## src/design/cfa_pkg.sv

```systemverilog
`default_nettype none

package cfa_pkg;

  typedef enum logic [1:0] {
    FIT_FIRST = 2'd0,
    FIT_BEST  = 2'd1,
    FIT_NEXT  = 2'd2,
    FIT_WORST = 2'd3
  } fit_mode_e;

  localparam logic KIND_ALLOC = 1'b0;
  localparam logic KIND_CLEAR = 1'b1;

  // candidates already held by the scan
  typedef struct packed {
    logic found;
    logic lo_found;
  } cfa_seen_t;

  // what the scan keeps from the hole just closed
  typedef struct packed {
    logic take_main;
    logic take_lo;
  } cfa_take_t;

endpackage

`default_nettype wire

```

## src/design/cfa_hole_eval.sv

```systemverilog
`default_nettype none

module cfa_hole_eval import cfa_pkg::*; #(
  parameter int MAP_CELLS = 128
) (
  input  fit_mode_e                        mode_i,
  input  logic                             hole_vld_i,
  input  logic [$clog2(MAP_CELLS)-1:0]     hole_start_i,
  input  logic [$clog2(MAP_CELLS+1)-1:0]   hole_len_i,
  input  logic [$clog2(MAP_CELLS+1)-1:0]   size_i,
  input  logic [$clog2(MAP_CELLS)-1:0]     base_i,
  input  logic [$clog2(MAP_CELLS+1)-1:0]   best_len_i,
  input  cfa_seen_t                        seen_i,
  output cfa_take_t                        take_o,
  output logic [$clog2(MAP_CELLS)-1:0]     main_start_o
);

  localparam int AW = $clog2(MAP_CELLS);
  localparam int CW = $clog2(MAP_CELLS + 1);

  logic [CW-1:0] start_w;
  logic [CW-1:0] base_w;
  logic [CW-1:0] end_w;
  logic [CW-1:0] up_len;
  logic [AW-1:0] up_start;
  logic          fits;

  assign start_w  = CW'(hole_start_i);
  assign base_w   = CW'(base_i);
  assign end_w    = start_w + hole_len_i;
  assign up_start = (start_w >= base_w) ? hole_start_i : base_i;
  assign up_len   = end_w - CW'(up_start);
  assign fits     = hole_len_i >= size_i;

  always_comb begin
    take_o       = '0;
    main_start_o = hole_start_i;
    unique case (mode_i)
      FIT_FIRST: begin
        take_o.take_main = hole_vld_i && fits && !seen_i.found;
      end
      FIT_BEST: begin
        take_o.take_main = hole_vld_i && fits &&
                           (!seen_i.found || hole_len_i < best_len_i);
      end
      FIT_WORST: begin
        take_o.take_main = hole_vld_i && fits &&
                           (!seen_i.found || hole_len_i > best_len_i);
      end
      FIT_NEXT: begin
        // part of the hole at or above the roving pointer
        main_start_o     = up_start;
        take_o.take_main = hole_vld_i && (end_w > base_w) && (up_len >= size_i) &&
                           !seen_i.found;
        // wrapped candidate below the pointer
        take_o.take_lo   = hole_vld_i && (start_w < base_w) && fits &&
                           !seen_i.lo_found;
      end
      default: begin
        take_o = '0;
      end
    endcase
  end

endmodule

`default_nettype wire

```

## src/design/contiguous_fit_allocator.sv

```systemverilog
`default_nettype none
// Contiguous fit allocator.
// Command channel: an item (kind_i, owner_id_i, request_size_i) is taken at a
// clock edge with start_i high and busy_o low. busy_o stays high while the
// item is worked on. Each item gives one result on granted_o/start_index_o,
// shown for one cycle with result_valid_o; the receiver cannot stall it.
// fit_mode_i is written when fit_mode_we_i is high; the user must write it
// only while idle, as the block itself does not enforce it.
// Allocate: the cell map memory is read once from cell 0 to MAP_CELLS-1, one
// cell a cycle, holes are rated as they close, then the chosen run is
// written one cell a cycle. A size of zero or above MAP_CELLS is refused in
// the cycle after the item is taken, without a scan.
// Clear: a write sweep over the map that frees every cell, then the result.
// Reset: the same sweep runs after reset with busy_o high and gives no
// result; the roving pointer and fit_mode reset to zero.
module contiguous_fit_allocator import cfa_pkg::*; #(
  parameter int MAP_CELLS = 128,
  parameter int OWNER_IDS = 16
) (
  input  logic                             clk_i,
  input  logic                             rst_ni,
  input  logic                             start_i,
  output logic                             busy_o,
  input  logic                             kind_i,
  input  logic [$clog2(OWNER_IDS)-1:0]     owner_id_i,
  input  logic [$clog2(MAP_CELLS+1)-1:0]   request_size_i,
  input  logic                             fit_mode_we_i,
  input  logic [1:0]                       fit_mode_i,
  output logic                             result_valid_o,
  output logic                             granted_o,
  output logic [$clog2(MAP_CELLS)-1:0]     start_index_o
);

  localparam int AW = $clog2(MAP_CELLS);
  localparam int CW = $clog2(MAP_CELLS + 1);
  localparam int OW = $clog2(OWNER_IDS);
  localparam int MW = OW + 1;

  localparam logic [AW-1:0] LAST_CELL = AW'(MAP_CELLS - 1);
  localparam logic [CW-1:0] NUM_CELLS = CW'(MAP_CELLS);

  localparam logic [2:0] ST_IDLE  = 3'd0;
  localparam logic [2:0] ST_CLR   = 3'd1;
  localparam logic [2:0] ST_SCAN  = 3'd2;
  localparam logic [2:0] ST_PICK  = 3'd3;
  localparam logic [2:0] ST_ALLOC = 3'd4;

  // memory word: {used, owner}
  logic [MW-1:0] mem_q [MAP_CELLS];
  logic [MW-1:0] mem_rdata_q;
  logic          mem_we;
  logic [MW-1:0] mem_wdata;

  logic [2:0]    state_q, state_d;
  fit_mode_e     mode_q, mode_d;
  logic [AW-1:0] addr_q, addr_d;
  logic          issue_q, issue_d;
  logic          rd_vld_q, rd_vld_d;
  logic [AW-1:0] rd_idx_q, rd_idx_d;
  logic [CW-1:0] run_len_q, run_len_d;
  logic [AW-1:0] run_start_q, run_start_d;
  cfa_seen_t     seen_q, seen_d;
  logic [AW-1:0] pick_q, pick_d;
  logic [CW-1:0] best_q, best_d;
  logic [AW-1:0] lo_pick_q, lo_pick_d;
  logic [AW-1:0] rover_q, rover_d;
  logic [CW-1:0] size_q, size_d;
  logic [CW-1:0] remain_q, remain_d;
  logic [OW-1:0] owner_q, owner_d;
  logic          clr_res_q, clr_res_d;
  logic          res_vld_q, res_vld_d;
  logic          granted_q, granted_d;
  logic [AW-1:0] res_start_q, res_start_d;

  logic          accept;
  logic          cell_used;
  logic          hole_vld;
  logic [AW-1:0] hole_start;
  logic [CW-1:0] hole_len;
  cfa_take_t     take;
  logic [AW-1:0] main_start;
  logic          sel_found;
  logic [AW-1:0] sel_pick;
  logic [CW-1:0] sel_end;

  assign busy_o         = state_q != ST_IDLE;
  assign accept         = start_i && !busy_o;
  assign result_valid_o = res_vld_q;
  assign granted_o      = granted_q;
  assign start_index_o  = res_start_q;
  assign cell_used      = mem_rdata_q[MW-1];

  always_ff @(posedge clk_i) begin
    if (mem_we) begin
      mem_q[addr_q] <= mem_wdata;
    end
    mem_rdata_q <= mem_q[addr_q];
  end

  // hole closes on a used cell after free ones, or at the end of the map
  always_comb begin
    hole_vld    = 1'b0;
    hole_start  = run_start_q;
    hole_len    = run_len_q;
    run_len_d   = run_len_q;
    run_start_d = run_start_q;
    if (state_q == ST_SCAN && rd_vld_q) begin
      if (cell_used) begin
        hole_vld  = run_len_q != '0;
        run_len_d = '0;
      end else begin
        if (run_len_q == '0) begin
          run_start_d = rd_idx_q;
        end
        run_len_d = run_len_q + 1'b1;
        if (rd_idx_q == LAST_CELL) begin
          hole_vld   = 1'b1;
          hole_start = (run_len_q == '0) ? rd_idx_q : run_start_q;
          hole_len   = run_len_q + 1'b1;
        end
      end
    end
  end

  cfa_hole_eval #(
    .MAP_CELLS (MAP_CELLS)
  ) u_hole_eval (
    .mode_i       (mode_q),
    .hole_vld_i   (hole_vld),
    .hole_start_i (hole_start),
    .hole_len_i   (hole_len),
    .size_i       (size_q),
    .base_i       (rover_q),
    .best_len_i   (best_q),
    .seen_i       (seen_q),
    .take_o       (take),
    .main_start_o (main_start)
  );

  assign sel_found = seen_q.found || (mode_q == FIT_NEXT && seen_q.lo_found);
  assign sel_pick  = seen_q.found ? pick_q : lo_pick_q;
  assign sel_end   = CW'(sel_pick) + size_q;

  always_comb begin
    state_d     = state_q;
    mode_d      = mode_q;
    addr_d      = addr_q;
    issue_d     = issue_q;
    rd_vld_d    = 1'b0;
    rd_idx_d    = rd_idx_q;
    seen_d      = seen_q;
    pick_d      = pick_q;
    best_d      = best_q;
    lo_pick_d   = lo_pick_q;
    rover_d     = rover_q;
    size_d      = size_q;
    remain_d    = remain_q;
    owner_d     = owner_q;
    clr_res_d   = clr_res_q;
    res_vld_d   = 1'b0;
    granted_d   = granted_q;
    res_start_d = res_start_q;
    mem_we      = 1'b0;
    mem_wdata   = {1'b1, owner_q};

    if (fit_mode_we_i) begin
      mode_d = fit_mode_e'(fit_mode_i);
    end

    unique case (state_q)
      ST_IDLE: begin
        if (accept) begin
          owner_d = owner_id_i;
          size_d  = request_size_i;
          addr_d  = '0;
          if (kind_i == KIND_CLEAR) begin
            rover_d   = '0;
            clr_res_d = 1'b1;
            state_d   = ST_CLR;
          end else if (request_size_i == '0 || request_size_i > NUM_CELLS) begin
            res_vld_d   = 1'b1;
            granted_d   = 1'b0;
            res_start_d = '0;
          end else begin
            issue_d = 1'b1;
            seen_d  = '0;
            state_d = ST_SCAN;
          end
        end
      end
      ST_CLR: begin
        mem_we    = 1'b1;
        mem_wdata = '0;
        addr_d    = addr_q + 1'b1;
        if (addr_q == LAST_CELL) begin
          state_d     = ST_IDLE;
          res_vld_d   = clr_res_q;
          granted_d   = 1'b1;
          res_start_d = '0;
        end
      end
      ST_SCAN: begin
        if (issue_q) begin
          rd_vld_d = 1'b1;
          rd_idx_d = addr_q;
          addr_d   = addr_q + 1'b1;
          if (addr_q == LAST_CELL) begin
            issue_d = 1'b0;
          end
        end
        if (take.take_main) begin
          seen_d.found = 1'b1;
          pick_d       = main_start;
          best_d       = hole_len;
        end
        if (take.take_lo) begin
          seen_d.lo_found = 1'b1;
          lo_pick_d       = hole_start;
        end
        if (rd_vld_q && rd_idx_q == LAST_CELL) begin
          state_d = ST_PICK;
        end
      end
      ST_PICK: begin
        if (sel_found) begin
          addr_d   = sel_pick;
          pick_d   = sel_pick;
          remain_d = size_q;
          state_d  = ST_ALLOC;
          if (mode_q == FIT_NEXT) begin
            rover_d = (sel_end == NUM_CELLS) ? '0 : sel_end[AW-1:0];
          end
        end else begin
          res_vld_d   = 1'b1;
          granted_d   = 1'b0;
          res_start_d = '0;
          state_d     = ST_IDLE;
        end
      end
      ST_ALLOC: begin
        mem_we   = 1'b1;
        addr_d   = addr_q + 1'b1;
        remain_d = remain_q - 1'b1;
        if (remain_q == CW'(1)) begin
          res_vld_d   = 1'b1;
          granted_d   = 1'b1;
          res_start_d = pick_q;
          state_d     = ST_IDLE;
        end
      end
      default: begin
        state_d = ST_IDLE;
      end
    endcase
  end

  always_ff @(posedge clk_i or negedge rst_ni) begin
    if (!rst_ni) begin
      state_q     <= ST_CLR;
      mode_q      <= FIT_FIRST;
      addr_q      <= '0;
      issue_q     <= 1'b0;
      rd_vld_q    <= 1'b0;
      rd_idx_q    <= '0;
      run_len_q   <= '0;
      run_start_q <= '0;
      seen_q      <= '0;
      pick_q      <= '0;
      best_q      <= '0;
      lo_pick_q   <= '0;
      rover_q     <= '0;
      size_q      <= '0;
      remain_q    <= '0;
      owner_q     <= '0;
      clr_res_q   <= 1'b0;
      res_vld_q   <= 1'b0;
      granted_q   <= 1'b0;
      res_start_q <= '0;
    end else begin
      state_q     <= state_d;
      mode_q      <= mode_d;
      addr_q      <= addr_d;
      issue_q     <= issue_d;
      rd_vld_q    <= rd_vld_d;
      rd_idx_q    <= rd_idx_d;
      run_len_q   <= (state_q == ST_IDLE) ? '0 : run_len_d;
      run_start_q <= run_start_d;
      seen_q      <= seen_d;
      pick_q      <= pick_d;
      best_q      <= best_d;
      lo_pick_q   <= lo_pick_d;
      rover_q     <= rover_d;
      size_q      <= size_d;
      remain_q    <= remain_d;
      owner_q     <= owner_d;
      clr_res_q   <= clr_res_d;
      res_vld_q   <= res_vld_d;
      granted_q   <= granted_d;
      res_start_q <= res_start_d;
    end
  end

endmodule

`default_nettype wire

```

## config.mk

```make
export PLATFORM = sky130hd
export DESIGN_NAME = contiguous_fit_allocator
export DESIGN_NICKNAME = d
export VERILOG_FILES = /design/src/design/cfa_pkg.sv /design/src/design/cfa_hole_eval.sv /design/src/design/contiguous_fit_allocator.sv
export SDC_FILE = /design/constraint.sdc
export NUM_CORES = 1
export LEC_CHECK = 0
export ABC_AREA = 0
export ABC_CLOCK_PERIOD_IN_PS = 6900
export BUFFER_PORTS_ARGS = -buffer_cell sky130_fd_sc_hd__buf_2
export CORE_ASPECT_RATIO = 1.1
export CORE_MARGIN = 1.5
export CORE_UTILIZATION = 33
export CTS_BUF_LIST = sky130_fd_sc_hd__clkbuf_16
export DETAILED_ROUTE_END_ITERATION = 12
export PLACE_DENSITY = 0.44
export SKIP_CTS_REPAIR_TIMING = 1
export SLEW_MARGIN = 20
export SYNTH_ARGS = -nofsm -noshare
export SYNTH_HDL_FRONTEND = slang
export SYNTH_SLANG_ARGS = --single-unit
```

## constraint.sdc

```tcl
create_clock -name clk_i -period 6.9 [get_ports clk_i]
set_input_delay 1.38 -clock clk_i [delete_from_list [all_inputs] [get_ports clk_i]]
set_output_delay 1.38 -clock clk_i [all_outputs]
set_load 0.01 [all_outputs]
```

==> impl_metrics.csv <==
group,metric,value,unit
outcome,run_status,"completed",
sta,finClkSkew,0.01601,ns
cells_and_area,area_growth,13.60,%
worst_setup_path,critPathMaxStageDelay,0.44,ns
sta,period_share,92.06,%
floorplanning,die-area,37460,µm²
floorplanning,die_w,184.7,µm
power,clockPowerShare,28.7,%
logic_synthesis,syn_inst,1126,
grt,grt_usage,18.54,%
logic_synthesis,syn_nets,1212,
clock_network,root_buffer,"clkbuf_16",
sta,fmax,157.4,MHz
clock_network,numClockSinks,222,
cells_and_area,final_nets,1248,
worst_setup_path,critPathKind,"reg -> reg",
worst_setup_path,arrival,6.78,ns
grt,antenna_found_initial,0,
sta,tightestPinTransition,1.007,ns
routing,first_iter_violations,476,
grt,grt_pass1_vias,8877,
clock_network,clk_pin_slew_worst_paths,0.06,ns
routing,final_antenna_net_count,0,
power,leakage,5.380,nW
sta,setup_viol,0,
sta,hold_viol_final,0,
sta,setup_tns,0,ns
floorplanning,io_pins,29,
worst_setup_path,crit_top_cell,"ha_1",
logic_synthesis,synth_cell_types,73,
routing,drc_errors,0,
power,p_switching,1.693,mW
logic_synthesis,synth_edf_count,128,
cells_and_area,final-seq-area,6195,µm²
logic_synthesis,async_flop_share,41.89,%
sta,rsz0062_at_grt,"no",
routing,wl,33.73,mm
logic_synthesis,yosysMostFrequentCell,"nor2_1",
sta,min_period,6.352,ns
routing,via_per_inst,5.191,
routing,vias,8649,
sta,slew_viol_final,0,
logic_synthesis,syn_area,11980,µm²
power,power_density,344.0,nW/µm²
clock_network,clk_latency,0.55,ns
cells_and_area,utilization,37.82,%
sta,relSlewSlack,32.69,%
worst_setup_path,cp-end-kind,"flop",
floorplanning,start_util,33.29,%
power,comb_power_share,33.7,%
logic_synthesis,yosysSeqAreaShare,51.69,%
floorplanning,core_area,35990,µm²
grt,grt_max_degree,99,
clock_network,clockBufferDepth,3,
worst_hold_path,hp-class,"reg -> reg",
worst_setup_path,cp_data_required_time,7.33,ns
power,seq_power_share,37.6,%
placement,hpwl,23.01,mm
power,intPower,2.988,mW
clock_network,cts_made_buffers,27,
cells_and_area,n_antenna_cell,0,
worst_setup_path,startpoint_type,"flop",
logic_synthesis,yosys-top-cells-count,"nor2_1 (179), edfxtp_1 (128), dfrtp_1 (92), nand2_1 (81)",
clock_network,htreeDepth,1,
placement,portBuffers,24,
logic_synthesis,yosys.area.top_type,"edfxtp_1",
grt,gr-total-overflow,0,
logic_synthesis,ys_warn_count,0,
logic_synthesis,yosys.area.top_type_share,32.08,%
logic_synthesis,synth.top_cells.by_area,"edfxtp_1 (32%), dfrtp_1 (19%), ha_1 (6.7%), nor2_1 (5.6%), mux2_2 (4.3%)",
clock_network,cts_tree,"done",
logic_synthesis,synth_seq_cells,222,
floorplanning,die_y,202.8,µm
cells_and_area,nFillCells,3665,
routing,wire_per_inst,20.25,µm
placement,place_congestion,0.8165,
worst_setup_path,cp_max_fo,7,
grt,grt_pass1_wl,52.97,mm
job,maxCapViolCount,0,
cells_and_area,drive_above_1_share,13.74,%
floorplanning,fp-row-count,73,
cells_and_area,multi_input_area,5403,µm²
power,switching_share,36.17,%
logic_synthesis,yosys_most_used_dff,"edfxtp_1",
logic_synthesis,syn_area_per_cell,10.64,µm²
routing,first_pass_iters,7,
worst_setup_path,cpMaxStageDelayCell,"or3_4",
power,ir_drop,0.2091,mV
==> per-stage QoR <==
stage	hold slack (ns)	cell area, µm²	power [mW]	worst slack (ns)	cells
final	0.4656	13610	4.681	0.5476	1666
after global routing	0.4804	13610	4.979	0.07759	1666
after CTS	0.4662	13590	4.749	0.2525	1666
after detailed placement	0.4466	12770	3.380	0.3126	1620
after global placement	0.4407	12770	3.367	0.4065	1620
after floorplan	0.4277	11980	2.833	0.9160	1126
==> registers in the layout (all words and copies together) (netlist names) <==
signal          cells
mem_q             128
best_q              8
remain_q            8
run_len_q           8
size_q              8
addr_q              7
lo_pick_q           7
pick_q              7
rd_idx_q            7
rover_q             7
run_start_q         7
start_index_o       7
state_q             3
mode_q              2
seen_q              2
clr_res_q           1
granted_o           1
issue_q             1
mem_rdata_q         1
rd_vld_q            1
result_valid_o      1
==> cells by family after synthesis <==
family	Yosys count	synth area share (%)
buf+inv	107	3.478
xor+xnor	24	1.755
flops	222	51.69
fa+ha+maj	67	7.185
mux	73	7.206
simple gates	381	14.33
compound gates	252	14.36
==> power groups by stage <==
stage / registers [mW] / clock network [mW] / logic [mW]
2_1_floorplan: 1.75 / 0 / 1.08
3_3_place_gp: 1.79 / 0 / 1.58
3_5_place_dp: 1.79 / 0 / 1.59
4_1_cts: 1.76 / 1.39 / 1.60
5_1_grt: 1.78 / 1.44 / 1.77
6_report: 1.76 / 1.35 / 1.58
==> layout make-up <==
cell class                 count  share of cell area [%]
clock buffer                  27                   4.965
clock inverter                19                   1.103
tap                          487                   4.477
inverter                      59                   1.627
sequential                   222                   45.52
multi-input combinational    797                   39.70
timing repair buffer          55                   2.611
==> routing by layer <==
metal / wire length (µm) / GRT usage (%) / up-vias
met5: 0 / 0 / -
met4: 786 / 5.226 / 0
met3: 1368 / 2.170 / 54
met2: 17060 / 32.92 / 177
met1: 14520 / 23.65 / 4236
li1: - / - / 4182
==> placed cells by master (no fill, tap or decap), types with 23 or more instances in the layout <==
master       n
a21oi_1     52
a221oi_1    29
buf_2       23
buf_4       32
clkbuf_16   27
dfrtp_1     90
edfxtp_1   128
ha_1        64
inv_1       64
mux2_2      46
nand2_1     81
nor2_1     179
o21ai_0     63
==> critical path: cells and delay by family, from the launching register on <==
family	cells	cell delay, ns
flops	1	0.39
fa+ha+maj	4	1.20
simple gates	8	1.60
compound gates	12	2.04
mux	2	0.74
buf+inv	1	0.07
xor+xnor	1	0.14
==> path summary, 6_finish.rpt <==
check                            from         to  slack, ns  cells after the start
hold / removal              clr_res_q  clr_res_q       0.47                      1
setup / recovery           state_q[2]  pick_q[3]       0.55                     28
max in group asynchronous      rst_ni  addr_q[0]       4.85                      2
min in group asynchronous      rst_ni  clr_res_q       0.73                      1
hold reg to reg             clr_res_q  clr_res_q       0.47                      1
setup reg to reg           state_q[2]  pick_q[3]       0.55                     28
Power figures use the tool's default switching activity.
